File: src/rtl/rhc_pkg.sv
// Shared types and constants for the RGB to HSV converter.
package rhc_pkg;
  localparam int unsigned HUE_TURN = 5760;
  localparam int unsigned HUE_SECT = 960;
  localparam int unsigned PCT_FIX = 25600;
  localparam int unsigned QW = 16;
  localparam int unsigned NH = 22;
  localparam int unsigned NS = 23;

  typedef struct packed {
    logic           vld;
    logic [NH-1:0]  hrem;
    logic [12:0]    hq;
    logic [NS-1:0]  srem;
    logic [QW-1:0]  sq;
    logic [8:0]     hden;
    logic [7:0]     sden;
    logic [14:0]    val;
    logic [7:0]     alpha;
  } lane_t;
endpackage

File: src/rtl/rhc_cell.sv
// One restoring-division step for hue and saturation quotients.
module rhc_cell #(
  parameter int unsigned SHIFT = 0
) (
  input  logic            clk,
  input  logic            rst,
  input  rhc_pkg::lane_t  din,
  output rhc_pkg::lane_t  dout
);
  rhc_pkg::lane_t nxt;
  logic [rhc_pkg::NH+8:0] ht;
  logic [rhc_pkg::NS+7:0] st;

  always_comb begin
    nxt = din;
    ht = {9'd0, din.hrem} - ({{rhc_pkg::NH{1'b0}}, din.hden} << SHIFT);
    st = {8'd0, din.srem} - ({23'd0, din.sden} << SHIFT);
    if (!ht[rhc_pkg::NH+8] && SHIFT < 13) begin
      nxt.hrem = ht[rhc_pkg::NH-1:0];
      nxt.hq = din.hq | (13'd1 << SHIFT);
    end
    if (!st[rhc_pkg::NS+7] && din.sden != 8'd0) begin
      nxt.srem = st[rhc_pkg::NS-1:0];
      nxt.sq = din.sq | (16'd1 << SHIFT);
    end
  end

  always_ff @(posedge clk) begin
    if (rst) dout.vld <= 1'b0;
    else dout.vld <= din.vld;
    dout.hrem <= nxt.hrem; dout.hq <= nxt.hq; dout.srem <= nxt.srem;
    dout.sq <= nxt.sq; dout.hden <= nxt.hden; dout.sden <= nxt.sden;
    dout.val <= nxt.val; dout.alpha <= nxt.alpha;
  end
endmodule

File: src/rtl/rgb_to_hsv_converter.sv
// Top level of the pipelined RGB to HSV converter.
// The converter accepts one pixel transfer in every clock cycle; busy is
// always low. A first register stage finds max, min and the rounded hue
// numerator, then a row of sixteen division cells resolves one saturation
// quotient bit each and, in the cells for the low 13 bits, one hue quotient
// bit each, and a final stage wraps the hue. Each result appears on the
// outputs with done high for exactly one cycle. The receiver cannot stall the
// converter, so results must be taken as they arrive.
module rgb_to_hsv_converter (
  input  logic        clk,
  input  logic        rst,
  input  logic        start,
  output logic        busy,
  input  logic [7:0]  red,
  input  logic [7:0]  green,
  input  logic [7:0]  blue,
  input  logic [7:0]  alpha,
  output logic        done,
  output logic [12:0] hue,
  output logic [14:0] saturation,
  output logic [14:0] brightness,
  output logic [7:0]  opacity
);
  localparam int unsigned NC = rhc_pkg::QW;

  rhc_pkg::lane_t head;
  rhc_pkg::lane_t lane [NC+1];
  logic [7:0] mx, mn, dif;
  logic signed [11:0] sec;
  logic [rhc_pkg::NH-1:0] num;
  logic [14:0] vprod;
  logic signed [22:0] snum;

  assign busy = 1'b0;

  always_comb begin
    mx = red; mn = red;
    if (green > mx) mx = green;
    if (blue > mx) mx = blue;
    if (green < mn) mn = green;
    if (blue < mn) mn = blue;
    dif = mx - mn;
    // Sector numerator: blue wins ties over green, green over red.
    if (mx == blue) sec = 12'sd4 * $signed({4'd0, dif}) + $signed({4'd0, red})
                         - $signed({4'd0, green});
    else if (mx == green) sec = 12'sd2 * $signed({4'd0, dif})
                         + $signed({4'd0, blue}) - $signed({4'd0, red});
    else sec = $signed({4'd0, green}) - $signed({4'd0, blue});
    snum = 23'sd960 * 23'(sec);
    if (snum < 0) snum = snum + $signed(23'(rhc_pkg::HUE_TURN) * {15'd0, dif});
    // Rounded division: (2*num + diff) / (2*diff).
    num = rhc_pkg::NH'({snum[21:0], 1'b0} + {14'd0, dif});
    vprod = 15'(mx) * 15'd100;
  end

  always_ff @(posedge clk) begin
    if (rst) head.vld <= 1'b0;
    else head.vld <= start;
    head.hrem <= num;
    head.hq <= '0;
    head.srem <= 23'(dif) * 23'(rhc_pkg::PCT_FIX);
    head.sq <= '0;
    head.hden <= (dif == 8'd0) ? 9'd0 : {dif, 1'b0};
    head.sden <= (dif == 8'd0) ? 8'd0 : mx;
    // max*25600/255 = max*100 + floor(max*100/255). For x up to 25500,
    // floor(x/255) = (x + (x>>8) + 1) >> 8 exactly.
    head.val <= vprod + 15'((16'(vprod) + 16'(vprod >> 8) + 16'd1) >> 8);
    head.alpha <= alpha;
  end

  assign lane[0] = head;
  for (genvar i = 0; i < NC; i++) begin : g_cell
    rhc_cell #(.SHIFT(NC-1-i)) u_cell (.clk(clk), .rst(rst), .din(lane[i]),
                                       .dout(lane[i+1]));
  end

  always_ff @(posedge clk) begin
    if (rst) done <= 1'b0;
    else done <= lane[NC].vld;
    if (lane[NC].hden == 9'd0) hue <= '0;
    else if (lane[NC].hq >= 13'(rhc_pkg::HUE_TURN))
      hue <= lane[NC].hq - 13'(rhc_pkg::HUE_TURN);
    else hue <= lane[NC].hq;
    saturation <= lane[NC].sq[14:0];
    brightness <= lane[NC].val;
    opacity <= lane[NC].alpha;
  end
endmodule

File: config.mk
export PLATFORM = sky130hd
export DESIGN_NAME = rgb_to_hsv_converter
export DESIGN_NICKNAME = d
export VERILOG_FILES = /design/src/rtl/rhc_pkg.sv /design/src/rtl/rhc_cell.sv /design/src/rtl/rgb_to_hsv_converter.sv
export SDC_FILE = /design/constraint.sdc
export NUM_CORES = 2
export LEC_CHECK = 0
export BUFFER_PORTS_ARGS = -buffer_cell sky130_fd_sc_hd__buf_2
export CAP_MARGIN = 25
export CORE_MARGIN = 1.5
export CORE_UTILIZATION = 58
export DETAILED_ROUTE_END_ITERATION = 16
export HOLD_SLACK_MARGIN = 0.12
export PLACE_DENSITY_LB_ADDON = 0.12
export REMOVE_ABC_BUFFERS = 1
export SLEW_MARGIN = 20
export SYNTH_ARGS = -nofsm -noshare
export SYNTH_HDL_FRONTEND = slang
export SYNTH_SLANG_ARGS = --single-unit
File: constraint.sdc
create_clock -name clk -period 16.3 [get_ports clk]
set_clock_uncertainty 0.2 [all_clocks]
set_input_delay 3.26 -clock clk [delete_from_list [all_inputs] [get_ports clk]]
set_output_delay 3.26 -clock clk [all_outputs]
set_load 0.01 [all_outputs]
Word-level counts from Yosys, hierarchy flattened
Index checks and enable logic that the tools add are counted.
- bits in read-only memories: 0
- latch bits: 0
- word-level logic and storage cells: 318
- register bits: 1874
- RAM bits: 0
- memories kept: 0
- output and inout bits: 53
- input bits: 35
- $mul: 4
- muxes and demuxes: 35
- $add $sub $neg: 41
- eq/ne operators: 2
- $lt $le $gt $ge: 6
- shifts and indexed selects: 0
- reductions and logical operators: 50
- bitwise logic cells: 0
- div/mod/pow operators: 0
- operators with widths (operator ; count):
    39-bit 2-to-1 mux ; 15
    35-bit 2-to-1 mux ; 12
    8-bit nonzero test ; 16
    8-bit 2-to-1 mux ; 4
    8-bit by 5-bit multiplier with 13-bit output, second input constant ; 2
    12-bit 2-to-1 mux ; 2
    23-bit by 10-bit subtractor with 24-bit output ; 1
    23-bit by 11-bit subtractor with 24-bit output ; 1
    23-bit by 12-bit subtractor with 24-bit output ; 1
    23-bit by 13-bit subtractor with 24-bit output ; 1
    23-bit by 14-bit subtractor with 24-bit output ; 1
    23-bit by 15-bit subtractor with 24-bit output ; 1
    23-bit by 16-bit subtractor with 24-bit output ; 1
    23-bit by 17-bit subtractor with 24-bit output ; 1
    23-bit by 18-bit subtractor with 24-bit output ; 1
    23-bit by 19-bit subtractor with 24-bit output ; 1
    23-bit by 20-bit subtractor with 24-bit output ; 1
    23-bit by 21-bit subtractor with 24-bit output ; 1
    23-bit by 22-bit subtractor with 24-bit output ; 1
    23-bit by 23-bit subtractor with 24-bit output ; 1
    23-bit by 8-bit subtractor with 24-bit output ; 1
    23-bit by 9-bit subtractor with 24-bit output ; 1
    23-bit by 1-bit < comparator with 1-bit output, second input constant ; 1
    22-bit by 10-bit subtractor with 23-bit output ; 1
    other kinds (36) ; 69

Depth between registers and ports, before layout
- depth in word-level cells: 13
- mapped depth: 62
- depth with buffers taken out: 59

Cells and area by module
Synthesis repeated with hierarchy kept, for this count alone.
- cells, all modules: 5970
- area, all modules: 68772.2 sq um
- by module, submodules not included (module ; area an instance (sq um) ; instances ; cells an instance):
    rgb_to_hsv_converter ; 11556.1 ; 1 ; 1304
    rhc_cell at g_cell[14].u_cell ; 4025.1 ; 1 ; 355
    rhc_cell at g_cell[15].u_cell ; 3986.3 ; 1 ; 354
    rhc_cell at g_cell[13].u_cell ; 3905.0 ; 1 ; 352
    rhc_cell at g_cell[11].u_cell ; 3791.1 ; 1 ; 333
    rhc_cell at g_cell[12].u_cell ; 3787.4 ; 1 ; 327
    rhc_cell at g_cell[8].u_cell ; 3778.6 ; 1 ; 317
    rhc_cell at g_cell[9].u_cell ; 3719.8 ; 1 ; 313
    rhc_cell at g_cell[10].u_cell ; 3713.6 ; 1 ; 331
    rhc_cell at g_cell[7].u_cell ; 3634.7 ; 1 ; 303
    rhc_cell at g_cell[5].u_cell ; 3631.0 ; 1 ; 292
    rhc_cell at g_cell[4].u_cell ; 3593.4 ; 1 ; 278
    rhc_cell at g_cell[6].u_cell ; 3583.4 ; 1 ; 279
    rhc_cell at g_cell[3].u_cell ; 3447.1 ; 1 ; 267
    +3 rows ; - ; - ; -

Least setup slack after synthesis
Ideal clock, no wire load.
- path type: input-to-reg
- from: input red[2]
- to: register head[113] in the netlist's numbering
- stages on the path: 60
- setup time: 121 ps
- arrival: 14906 ps
- path slack: 1073 ps
- cells stage by stage: inv_1 > ha_1 > and4_1 > nor2_1 > a21boi_0 > nor3_1 > a21oi_1 > ha_1 > a21o_1 > a21o_1 > a21o_1 > a21oi_1 > o31a_1 > a21o_1 > buf_4 > clkbuf_1 > mux2i_1 > ha_1 > [24 not listed] > nor2_1 > nor2b_1 > o21ai_0 > nand2b_1 > or2_2 > nand4_1 > nand2_2 > buf_6 > mux2_1 > ha_1 > nand3_1 > nor2_1 > nand4_1 > inv_1 > nand3_1 > nor3_1 > o22ai_1 > xnor2_1
- word-level cells in the longest chain between the ends: 13
- ends and longest elaborated chain (element ; line ; text):
    start, declared ; rgb_to_hsv_converter.sv:14 ; input logic [7:0] red,
    8-bit greater-than comparator / 8-bit < comparator (equally long branches) ; rgb_to_hsv_converter.sv:38, rgb_to_hsv_converter.sv:40 ;
    8-bit 2-to-1 mux, on equally long branches ; rgb_to_hsv_converter.sv:38, rgb_to_hsv_converter.sv:40 ;
    8-bit greater-than comparator / 8-bit < comparator (equally long branches) ; rgb_to_hsv_converter.sv:39, rgb_to_hsv_converter.sv:41 ;
    8-bit 2-to-1 mux, on equally long branches ; rgb_to_hsv_converter.sv:39, rgb_to_hsv_converter.sv:41 ;
    8-bit subtractor ; rgb_to_hsv_converter.sv:42 ; dif = mx - mn;
    9-bit by 8-bit adder with 10-bit output ; rgb_to_hsv_converter.sv:47 ; + $signed({4'd0, blue}) - $signed({4'd0, red});
    10-bit by 8-bit subtractor with 11-bit output ; rgb_to_hsv_converter.sv:47 ;
    12-bit 2-to-1 mux ; rgb_to_hsv_converter.sv:46 ; else if (mx == green) sec = 12'sd2 * $signed({4'd0, dif})
    12-bit 2-to-1 mux ; rgb_to_hsv_converter.sv:44 ; if (mx == blue) sec = 12'sd4 * $signed({4'd0, dif}) + $signed({4'd0, red})
    5-bit by 12-bit multiplier with 17-bit output ; rgb_to_hsv_converter.sv:49 ; snum = 23'sd960 * 23'(sec);
    21-bit adder / 23-bit by 1-bit < comparator with 1-bit output (equally long branches) ; rgb_to_hsv_converter.sv:50 ; if (snum < 0) snum = snum + $signed(23'(rhc_pkg::HUE_TURN) * {15'd0, dif});
    21-bit 2-to-1 mux ; rgb_to_hsv_converter.sv:50 ;
    22-bit by 8-bit adder with 22-bit output (*) ; rgb_to_hsv_converter.sv:52 ; num = rhc_pkg::NH'({snum[21:0], 1'b0} + {14'd0, dif});
    via num (one bit) ; rgb_to_hsv_converter.sv:30 ; logic [rhc_pkg::NH-1:0] num;
    end, declared ; rgb_to_hsv_converter.sv:26 ; rhc_pkg::lane_t head;
Mark *: on every way through the listed nets, which the timed path passes. The rest lies on a longest branch.
A chain may end at the register's enable or synchronous reset.

Worst setup path in the final report
- from: input red[1]
- to: register head[113] in the netlist's numbering
Same word-level chain as after synthesis.

==> results.yml <==
outcome:
  status: "completed"
timing:
  fin_crit_sh: 0.937
  layout_setup_ws_ns: 1.03
  rsz0062_at_grt: "no"
  worst_pin_slew_ns: 0.968
  setup_tns_ns: 0
  fmax_mhz: 65.5
  finalSetupViolCount: 0
  finalHoldViolations: 0
  slew_headroom: 0.354
  fin_crit_ns: 15.27
  drv_slew: 0
cells_and_area:
  multi_input_area_um2: 21500
  fillers: 7069
  seqCellArea_um2: 30300
  antenna_cells: 0
  syn_to_final_growth_pct: 13.3
  nNetsFinal: 5579
  drive_gt1_frac: 0.0834
setup_path:
  critPathBufInv: 7
  critPathLaunchType: "primary input"
  cp-startpoint: "red[1]"
  regToRegStartpoint: "g_cell[13].u_cell.dout[58]"
  critPathMaxFanout: 19
  crit_required_ns: 16.72
  critPathTopFamily: "simple AND/OR/NAND/NOR gates"
  crit_type: "in2reg"
  worstPathArrival_ns: 15.68
  crit_path_top_delay_cell: "nor4_1"
  slowest_delay_ns: 0.62
  cp-end-kind: "register"
logic_synthesis:
  ys_async_sr_fraction: 0
  ys_seq_area_frac: 0.564
  syn_inst: 4809
  avgSynthCellArea_um2: 11.2
  ys_warn_count: 0
  synth-seq-cells: 1515
  synth_area_um2: 53800
  ys.flop_type: "dfxtp_1"
  synth-edff-count: 0
  yosys.cell_types.count: 81
drt:
  wl_um: 84600
  ant_nets: 0
  drtIter0Drc: 1303
  dr.pass1.iters: 5
  drc: 0
  routed_via_density: 4.92
  routedWlPerCell_um: 13.2
  num_vias: 31500
die:
  dieArea_um2: 94500
  core_um2: 91800
  io_pins: 88
  die_h_um: 307
  start_util: 0.586
  rows: 111
  die_x_um: 307
global_route:
  grt_start_max_net_pins: 21
  grt_pass1_wl_um: 143000
  grt_pass1_vias: 31800
  antenna_found_initial: 0
  grtUsageTotal: 0.183
  overflow: 0
clocking:
  cts_tree: "done"
  cts-buffers-inserted: 144
  htree_levels: 4
  cts-root-buf: "clkbuf_16"
  path_clk_slew_ns: 0.06
  cts_resized: 0
  clock-sinks: 1515
  clock_latency_ns: 0.74
  cts_buffer_depth: 3
flow_run:
  maxCapViolations: 0
min_path:
  hold_path.class: "reg2reg"
  min_from: "head[12]"
placement:
  dp_worst_setup_slack_ns: 0.422
  place_congestion: 0.929
  hpwl_um: 62600
  port_buffers: 86
[state kept, by name (all words and copies together), names as in the netlist]
| signal | flops |
|---|---|
| brightness | 15 |
| done | 1 |
| g_cell.u_cell.dout | 1391 |
| head | 72 |
| hue | 13 |
| opacity | 8 |
| saturation | 15 |
[cell usage in the layout (no fill, tap or decap), types with 8 or more instances in the layout]
cell              n
o211ai_1          8
o21ai_0         193
nand4_1          13
dlygate4sd3_1    21
o31ai_1          13
a211oi_1         10
buf_2            87
clkinv_2         22
xnor2_1         254
clkbuf_8         24
clkbuf_1         29
xor2_1          190
nor4_1           75
clkbuf_16       146
ha_1            418
a21oi_1         216
or3_1            24
nand2_1         237
fa_1             80
bufinv_16        12
nand2b_1        104
a21o_1          196
inv_1           466
dfxtp_1        1515
nand3_1          27
mux2_2           58
or2_2            11
nand3b_1          8
o21bai_1         43
or4_1            20
nor2b_1          92
o21a_1            8
buf_4            32
and2_1           34
mux2i_1          37
nor3_1           78
and3_1           12
nor2_1          224
[cells by family (layout without fill, tap and decap cells)]
kind of cell / Yosys count / count (layout) / synth area share
DFF: 1515 / 1515 / 0.564
xor gates and xnor gates: 444 / 444 / 0.0723
other: 1 / 1 / 0.0000698
and+or+nand+nor: 980 / 980 / 0.0919
muxes: 98 / 98 / 0.0199
AOI/OAI and AO/OA: 754 / 754 / 0.0877
adders and majority gates: 500 / 500 / 0.127
buffers and inverters: 517 / 863 / 0.0364
[final cells by class]
cell class | count | area share
Sequential cell | 1515 | 0.498
Multi-Input combinational cell | 2777 | 0.353
Clock buffer | 199 | 0.0672
Inverter | 467 | 0.0288
Tap cell | 1243 | 0.0255
Timing Repair Buffer | 141 | 0.0147
Clock inverter | 56 | 0.0131
[worst reg2reg max path, stage by stage, from the launching register on]
cell and delay, ns:
dfxtp_1 0.36, inv_1 0.06, fa_1 0.39, nor2b_1 0.13
o21ai_0 0.08, nand2b_1 0.12, a21o_1 0.13, a21o_1 0.15
a21o_1 0.13, a21o_1 0.12, nor2_1 0.05, and4_1 0.21
a41o_1 0.40, a2111oi_0 0.71, nor3b_1 0.60, nand2_1 0.19
nor3_1 0.22, xor2_1 0.15
[layer usage]
layer / wire (um) / vias up / global-route usage / part of all wire
met1: 34700 / 14500 / 0.193 / 0.41
met4: 2640 / 0 / 0.0745 / 0.031
met2: 44500 / 375 / 0.350 / 0.53
met5: 0 / - / 0 / 0
li1: - / 16500 / - / -
met3: 2770 / 190 / 0.0359 / 0.033
[cells in the mapped netlist (5+ instances only)]
cell type,n,area (um2)
a21oi_1,216,1080
or3_1,24,150
mux2i_1,37,370
o21ai_0,193,966
or2_2,11,68.8
o21a_1,8,60.1
nand2b_1,104,651
o211ai_1,8,60.1
and2_1,34,213
a21o_1,196,1470
nand4_1,13,81.3
ha_1,418,5230
clkbuf_1,44,165
nor3b_1,5,37.5
dfxtp_1,1515,30300
a211oi_1,10,75.1
o31ai_1,13,97.6
inv_1,466,1750
xor2_1,190,1660
nand3_1,27,135
or4_1,20,150
nor2b_1,92,576
xnor2_1,254,2220
nor3_1,78,390
o21ai_1,5,25.0
nand3b_1,8,60.1
mux2_2,58,653
a211o_1,6,52.6
nor2_1,224,841
fa_1,80,1600
nand2_1,237,890
o21bai_1,43,323
and3_1,12,75.1
nor4_1,75,469
[metrics by stage]
stage,hold slack (ns),cell area [um2],util,std cells
detailed placement,0.112,55800,0.608,6120
CTS,0.121,60900,0.663,6396
finish,0.117,60900,0.663,6398
global route,0.123,60900,0.663,6398
global placement,0.110,55800,0.608,6118
floorplan,0.110,53600,-,4759
[timing repair]
item | 4_1_cts | 5_1_grt
endpoints found under the hold margin | 21 | 0
buffers inserted | 0 | 0
hold buffers | 21 | 0
[path summary, 6_finish.rpt]
| kind | end | slack [ns] | depth (start not counted) |
|---|---|---|---|
| worst max-delay path | head[113] | 1.03 | 58 |
| worst min-delay path | g_cell[0].u_cell.dout[12] | 0.12 | 0 |
| worst max register to register | g_cell[14].u_cell.dout[76] | 11.81 | 17 |
| worst min register to register | g_cell[0].u_cell.dout[12] | 0.12 | 0 |
Power is left out: the tool's default activity adds up to more than one toggle a clock period on the data nets, which glitch-free logic cannot reach.
